File: src/lirs_pkg.sv
// Package for the 44.1 kHz linear interpolation resampler.
// Holds widths, rate constants, payload types and the controller/datapath structs.
// No dependencies.
package lirs_pkg;

    localparam int unsigned OUT_RATE    = 44100;
    localparam int unsigned MAX_RES     = 26;
    localparam int unsigned RATE_MIN    = 4000;
    localparam int unsigned RATE_MAX    = 192000;
    localparam int unsigned RATE_RESET  = 16000;

    localparam int SAMPLE_W    = 16;
    localparam int RATE_W      = 18;
    localparam int COUNT_W     = 32;
    localparam int PHASE_W     = 16;
    localparam int RES_CNT_W   = 5;
    localparam int PROD_W      = 33;
    localparam int MAG_W       = 31;
    localparam int RECIP_W     = 32;
    localparam int RECIP_SHIFT = 46;
    localparam int QUOT_W      = 16;
    localparam int ADV_Q_W     = 3;
    localparam int ADV_MAX_Q   = (OUT_RATE - 1 + RATE_MAX) / OUT_RATE;

    // floor(2^46 / 44100): the quotient estimate is low by at most one
    localparam logic [RECIP_W-1:0] RECIP = 32'((64'd1 << RECIP_SHIFT) / OUT_RATE);

    typedef logic signed [SAMPLE_W-1:0] t_sample;
    typedef logic [RATE_W-1:0]          t_rate;
    typedef logic [COUNT_W-1:0]         t_count;
    typedef logic [PHASE_W-1:0]         t_phase;

    typedef struct packed {
        logic load_in;     // latch the accepted request
        logic catch_up;    // pull the output position up to the current pair
        logic start_calc;  // products and position advance
        logic sum;         // accumulate, magnitude, lookahead
        logic recip;       // reciprocal multiply
        logic corr;        // quotient correction and sign
        logic emit_calc;   // load output register, commit position
        logic emit_pass;   // load output register with the input sample
        logic finish;      // close out the request
        logic end_sel;     // current output repeats the last sample
        logic room_next;   // another result still fits after this one
    } t_dp_cmd;

    typedef struct packed {
        logic pass;
        logic interp_go;
        logic end_go;
        logic out_free;
    } t_dp_sts;

endpackage

File: src/lirs_ctrl.sv
// Sequencer for the resampler: walks each request through setup, per-output
// evaluation, the arithmetic steps and emission. Depends on lirs_pkg.
module lirs_ctrl (
    input  logic              i_clk,
    input  logic              i_rst_n,
    input  logic              i_in_valid,
    output logic              o_in_ready,
    input  lirs_pkg::t_dp_sts i_sts,
    output lirs_pkg::t_dp_cmd o_cmd
);
    import lirs_pkg::*;

    localparam logic [3:0] ST_IDLE   = 4'd0;
    localparam logic [3:0] ST_SETUP  = 4'd1;
    localparam logic [3:0] ST_EVAL   = 4'd2;
    localparam logic [3:0] ST_MUL    = 4'd3;
    localparam logic [3:0] ST_SUM    = 4'd4;
    localparam logic [3:0] ST_RECIP  = 4'd5;
    localparam logic [3:0] ST_CORR   = 4'd6;
    localparam logic [3:0] ST_EMIT   = 4'd7;
    localparam logic [3:0] ST_PASS   = 4'd8;
    localparam logic [3:0] ST_FINISH = 4'd9;

    logic [3:0]           r_state, n_state;
    logic [RES_CNT_W-1:0] r_cnt, n_cnt;
    logic                 r_end_phase, n_end_phase;
    logic                 room;

    assign room       = r_cnt < RES_CNT_W'(MAX_RES);
    assign o_in_ready = (r_state == ST_IDLE);

    always_comb begin
        n_state     = r_state;
        n_cnt       = r_cnt;
        n_end_phase = r_end_phase;
        o_cmd           = '0;
        o_cmd.end_sel   = r_end_phase;
        o_cmd.room_next = (6'(r_cnt) + 6'd1) < 6'(MAX_RES);
        case (r_state)
            ST_IDLE: begin
                if (i_in_valid) begin
                    o_cmd.load_in = 1'b1;
                    n_cnt         = '0;
                    n_end_phase   = 1'b0;
                    n_state       = ST_SETUP;
                end
            end
            ST_SETUP: begin
                if (i_sts.pass) begin
                    n_state = ST_PASS;
                end else begin
                    o_cmd.catch_up = 1'b1;
                    n_state        = ST_EVAL;
                end
            end
            ST_EVAL: begin
                if (room && !r_end_phase && i_sts.interp_go) begin
                    n_state = ST_MUL;
                end else if (room && i_sts.end_go) begin
                    // once the tail starts, interpolation is done for this request
                    n_end_phase = 1'b1;
                    n_state     = ST_MUL;
                end else begin
                    n_state = ST_FINISH;
                end
            end
            ST_MUL: begin
                o_cmd.start_calc = 1'b1;
                n_state          = ST_SUM;
            end
            ST_SUM: begin
                o_cmd.sum = 1'b1;
                n_state   = ST_RECIP;
            end
            ST_RECIP: begin
                o_cmd.recip = 1'b1;
                n_state     = ST_CORR;
            end
            ST_CORR: begin
                o_cmd.corr = 1'b1;
                n_state    = ST_EMIT;
            end
            ST_EMIT: begin
                if (i_sts.out_free) begin
                    o_cmd.emit_calc = 1'b1;
                    n_cnt           = r_cnt + RES_CNT_W'(1);
                    n_state         = ST_EVAL;
                end
            end
            ST_PASS: begin
                if (i_sts.out_free) begin
                    o_cmd.emit_pass = 1'b1;
                    n_state         = ST_FINISH;
                end
            end
            ST_FINISH: begin
                o_cmd.finish = 1'b1;
                n_state      = ST_IDLE;
            end
            default: begin
                n_state = ST_IDLE;
            end
        endcase
    end

    always_ff @(posedge i_clk) begin
        if (!i_rst_n) begin
            r_state     <= ST_IDLE;
            r_cnt       <= '0;
            r_end_phase <= 1'b0;
        end else begin
            r_state     <= n_state;
            r_cnt       <= n_cnt;
            r_end_phase <= n_end_phase;
        end
    end

    a_cnt_bound: assert property (@(posedge i_clk) disable iff (!i_rst_n)
        r_cnt <= RES_CNT_W'(MAX_RES))
        else $error("result count beyond limit");

    a_emit_free: assert property (@(posedge i_clk) disable iff (!i_rst_n)
        (o_cmd.emit_calc || o_cmd.emit_pass) |-> i_sts.out_free)
        else $error("output register loaded while occupied");

    a_one_load: assert property (@(posedge i_clk) disable iff (!i_rst_n)
        $onehot0({o_cmd.load_in, o_cmd.emit_calc, o_cmd.emit_pass, o_cmd.finish}))
        else $error("conflicting datapath commands");

endmodule

File: config.mk
export PLATFORM = sky130hd
export DESIGN_NAME = lirs_ctrl
export DESIGN_NICKNAME = d
export VERILOG_FILES = /design/src/lirs_pkg.sv /design/src/lirs_ctrl.sv
export SDC_FILE = /design/constraint.sdc
export NUM_CORES = 1
export LEC_CHECK = 0
export ABC_AREA = 1
export BUFFER_PORTS_ARGS = -buffer_cell sky130_fd_sc_hd__buf_2
export CORE_MARGIN = 10
export CORE_UTILIZATION = 53
export DETAILED_ROUTE_END_ITERATION = 10
export PLACE_DENSITY = 0.81
export SETUP_SLACK_MARGIN = 0.05
export SYNTH_ARGS = -nofsm -noshare
export SYNTH_HDL_FRONTEND = slang
export SYNTH_SLANG_ARGS = --single-unit
File: constraint.sdc
create_clock -name i_clk -period 1.9 [get_ports i_clk]
set_clock_uncertainty 0.2 [all_clocks]
set_input_delay 0 -clock i_clk [delete_from_list [all_inputs] [get_ports i_clk]]
set_output_delay 0 -clock i_clk [all_outputs]
set_load 0.05 [all_outputs]
Yosys cells after proc, flatten, opt, wreduce, memory -nomap -nowiden

Cells that the tools add are included.

Add/sub/neg operators: 2
Order comparisons: 2
Equality and inequality tests: 14
Mux-type cells: 26
Reductions and logical operators: 10

Operators by type and width:

| operator                                             | count |
|---|---|
| case mux 4 bit (9 select lines)                      | 1 |
| two-way mux 4 bit                                    | 6 |
| equality test 4 x 3 -> 1 bit (second input constant) | 4 |
| two-way mux 1 bit                                    | 15 |
| two-way mux 5 bit                                    | 2 |
| != test 2 bit (second input constant)                | 5 |
| case mux 5 bit (2 select lines)                      | 1 |
| equality test 4 x 2 -> 1 bit (second input constant) | 2 |
| equality test 4 bit (second input constant)          | 2 |
| adder 5 x 1 -> 6 bit (second input constant)         | 1 |
| < comparator 6 x 5 -> 1 bit (second input constant)  | 1 |
| AND reduction 3 bit                                  | 2 |
| adder 5 x 1 -> 5 bit (second input constant)         | 1 |
| < comparator 5 bit (second input constant)           | 1 |
| equality test 4 x 1 -> 1 bit (second input constant) | 1 |
| zero test 4 bit                                      | 1 |
| AND reduction 4 bit                                  | 1 |
| nonzero test 2 bit                                   | 2 |
| logical AND 1 bit                                    | 3 |
| case mux 1 bit (2 select lines)                      | 1 |
| zero test 1 bit                                      | 1 |

Register bits: 10
Input port bits: 7
Word-level logic and storage cells: 57

Depth between registers and ports, before layout

Word-level depth: 5
Mapped depth: 10

Worst setup path after synthesis

OpenSTA, ideal clock, no wires.

Kind: register to output
Start point: register r_state[2]
End point: output o_cmd[5] in the netlist's numbering
Data arrival time: 1.585 ns
Path slack: 0.115 ns
Cell stages (with the launch flop): 3
Cell sequence: dfxtp_1 > nand2_2 > nor3_1

RTL lines:

| item                     | line             | text |
|---|---|---|
| start: declaration       | lirs_ctrl.sv:24  | `logic [3:0] r_state, n_state;` |
| start signal: assignment | lirs_ctrl.sv:112 | `r_state <= n_state;` |
| end: declaration         | lirs_ctrl.sv:9   | `output lirs_pkg::t_dp_cmd o_cmd` |

Worst setup path in the final report

Start point: register r_state[3]
End point: register r_state[3]

Word-level cells in the longest chain between the ends: 3
Elaborated cells on any way between the ends: 14

RTL lines:

| item                                                 | line            | text |
|---|---|---|
| equality test 4 x 3 -> 1 bit (tied with other cells) | lirs_ctrl.sv:39 | `case (r_state)` |
| != test 2 bit (no source line)                       | -               |  |
| AND reduction 3 bit (no source line)                 | -               |  |

Several ways; a longest one is shown, not always the timed one.
A chain may end at the register's enable or synchronous reset.

==> metrics.log <==
[metrics] Met1 Routed Length: between 800 and 900 µm
[metrics] Critical Setup Path Class: register to register
[metrics] number of global-route vias before repair: roughly 760
[metrics] switching component of the power: approximately 340 µW
[metrics] Worst Hold Margin: around 0.32 ns
[metrics] fraction of power spent switching nets: 44.9%
[metrics] outcome: complete, no violations
[metrics] CORE AREA: between 1000 and 1500 µm²
[metrics] drt wl/cell: between 10 and 15 µm
[metrics] layout cells sized above 1: a little under 30%
[metrics] Crit path arrival time: 1.78 ns
[metrics] Chip Width: around 56 µm
[metrics] post-route setup TNS: 0 ns
[metrics] final hold violation count: 0
[metrics] Power Density: between 800 and 900 nW/µm²
[metrics] slew at the pin closest to its max-slew limit: approximately 0.33 ns
[metrics] CP endpoint kind: register
[metrics] Worst Hold Class: register to register
[metrics] GRT Resource Usage Total: between 10 and 15%
[metrics] number of CTS-inserted buffers: 3
[metrics] buffer cell driving the clock tree root: clkbuf_4
[metrics] count of unique library cells instantiated by Yosys: 23
[metrics] crit start category: register
[metrics] worst reg-to-reg setup slack: approximately 0.13 ns
[metrics] summed area of non-filler cells in the final layout: around 890 µm²
[metrics] final core occ: a little over two thirds
[metrics] final count of negative-setup-slack endpoints: 0
[metrics] met3 wire length: 99 µm
[metrics] flop and latch count out of synthesis: 10
[metrics] first drt pass iteration count: 4
[metrics] Yosys Warn Count: 0
[metrics] required time at the worst-slack endpoint: between 1.5 and 2 ns
[metrics] leakage power: 0.457 nW
[metrics] portion of total power attributed to the clock network: a little under a fifth
[metrics] maximum achievable frequency: 0.565 GHz
[metrics] global route overflow: 0
[metrics] post-CTS clock slew at the launch and capture registers of the worst setup and hold paths: 0.07 ns
[metrics] synthesized netlist net count: 116
[metrics] pin count of the biggest net entering global routing: 10
[metrics] terminus of the critical flop-to-flop path: r_state[3]
[metrics] worst setup slack after placement: roughly 0.38 ns
[metrics] Critical Path Fanout Max: 4
[metrics] cell types occupying the most area after synthesis: dfxtp_1 (29%), nand2_1 (9.7%), nor2_1 (9.2%)
[metrics] # rows: 13
[metrics] internal power: slightly above 400 µW
[metrics] Yosys top cell by area: dfxtp_1
[metrics] sum of met2 wire segment lengths after detailed routing: ~860 µm
[metrics] area share of the largest cell type after synthesis: ~29%
[metrics] buffer depth of the longest clock path: 2
[metrics] netlist area before placement: about 700 µm²
[metrics] area overhead of the layout relative to synthesis: 28.0%
[metrics] Final Cycle Share: 93.2%
[metrics] estimated wirelength of the detail-placed design: 1.37 mm
[metrics] Reg power frac: 36.5%
[metrics] number of top-level pins: 19
[metrics] cell count of the worst reg-to-reg path: 6
[metrics] effective utilization at floorplan: 54.9%
[metrics] final critical path time including I/O delays and setup: roughly 1.8 ns
[metrics] RD Place Congestion: between 0.8 and 0.9
[metrics] worst supply voltage drop on vdd: between 0.0005 and 0.0006 V
[metrics] worst max-slew margin expressed relative to the limit: roughly four fifths
[metrics] final layout net count: roughly 150
[metrics] number of clock sinks seen by CTS: 10
[metrics] final worst setup slack: between 0.1 and 0.15 ns
[metrics] DRC Markers: 0
[metrics] antenna violations before repair: 0
[metrics] share of synthesized area occupied by flip-flops and latches: between 20% and 30%
[metrics] r2r startpoint: r_state[3]
[metrics] RSZ-0062 raised after global routing: no
[metrics] critical path endpoint: r_state[3]
[metrics] residual antenna-violating net count after detailed routing: 0
[metrics] CTS tree: yes
[metrics] Avg Cell Area, Syn: 6.45 µm²
[metrics] post-synthesis cell count: ~110
[metrics] max-slew violation count: 0
[metrics] number of setup buffers added after CTS: 0
[metrics] drt total wl: between 1.5 and 2 mm
[metrics] number of max-cap violations: 0
[metrics] clock network latency to the later pin of the worst-skew pair: about 0.26 ns
[metrics] vias per cell: 5.09
[metrics] Clock H-tree levels: 1
[metrics] Critical path origin: r_state[3]
[metrics] highest routing layer actually used: met4
[metrics] number of antenna cells inserted: 0
[metrics] Comb pwr share: ~45%
[metrics] Die Area: between 3000 and 4000 µm²
[metrics] Vert. Die Dim: 56.3 µm
[metrics] Post-DP Area: slightly below 800 µm²
[metrics] I/O Buffers: 18
[metrics] first-pass GRT wire length: between 3 and 4 mm
[metrics] number of DRC markers in iteration 0: 16
[metrics] vias after detailed routing: 763
per-layer routing:
layer	vias up	GRT usage (%)
met5	-	0
met4	0	4.12
met3	2	4.27
met2	19	20.8
met1	346	13.5
li1	396	-
cells by family after synthesis:
kind of cell	count (synthesis)	share of synthesized area (%)
flops	10	28.7
fa+ha+maj	1	1.80
xor+xnor	3	3.77
simple gates	56	38.6
buf+inv	20	12.4
compound gates	18	14.7
registers in the layout, summed over array words and instances, names as in the netlist:
| name | flops |
|---|---|
| r_cnt | 5 |
| r_state | 4 |
| r_end_phase | 1 |
area by class of cell:
type | instances | area [µm²]
Sequential cell | 10 | 200
Multi-Input combinational cell | 78 | 410
Inverter | 18 | 67.6
Timing Repair Buffer | 26 | 173
Tap cell | 15 | 18.8
Fill cell | 116 | 377
Clock buffer | 3 | 22.5
worst max-delay path, cell delays in order (launching register included):
cell and delay (ns):
dfxtp_1 0.34, inv_2 0.10, nand2_2 0.09, nor3_2 0.20, nand2_1 0.08, a31oi_1 0.14
dlygate4sd3_1 0.57
stage by stage:
step,total power [mW],instances
finish,0.749,150
global route,0.810,150
CTS,0.750,150
detailed placement,0.594,139
global placement,0.589,139
floorplan,0.539,108
placed cells by master, fill, tap and decap left out, types with 3 or more instances in the layout:
cell type      synthesis  final
nand2_1               18     18
nor2_1                17     17
buf_2                  0     17
inv_1                 12     12
dfxtp_1               10     10
dlygate4sd3_1          0      8
nand3_1                7      7
a21oi_1                7      7
inv_2                  6      6
nand2_2                6      6
o21ai_0                6      6
clkbuf_4               0      4
nor3_1                 3      3
worst min path at each step:
stage,startpoint,end,cells after the start
final,r_cnt[4],r_cnt[4],2
after detailed placement,i_sts[2],r_end_phase,4
after global routing,r_cnt[4],r_cnt[4],2
after global placement,i_sts[2],r_end_phase,4
after CTS,r_cnt[4],r_cnt[4],2
after floorplan,i_rst_n,r_state[0],2
power groups by stage:
stage          registers (mW)  clock network, mW  logic (mW)
2_1_floorplan           0.259                  0       0.280
3_3_place_gp            0.275                  0       0.313
3_5_place_dp            0.277                  0       0.317
4_1_cts                 0.272              0.145       0.333
5_1_grt                 0.278              0.161       0.371
6_report                0.273              0.142       0.333
repair_timing:
item	4_1_cts	5_1_grt
gates resized for setup	0	1
hold endpoints to repair	10	0
hold buffers	8	0
endpoints found under the setup margin	0	1
cells in the mapped netlist:
master and count:
nor3_1 3, dfxtp_1 10, xnor2_1 2, buf_6 1, xor2_1 1, nand4_1 1
nand2_2 6, inv_2 6, nor3_2 1, nand2_4 1, ha_1 1, nor2_4 2
inv_1 12, a21oi_1 7, buf_4 1, nand3_1 7, nor2_1 17, nand2_1 18
o22ai_1 1, o21bai_1 1, a21oi_2 2, a31oi_1 1, o21ai_0 6
Note: power is estimated with default switching activity, not from simulation.
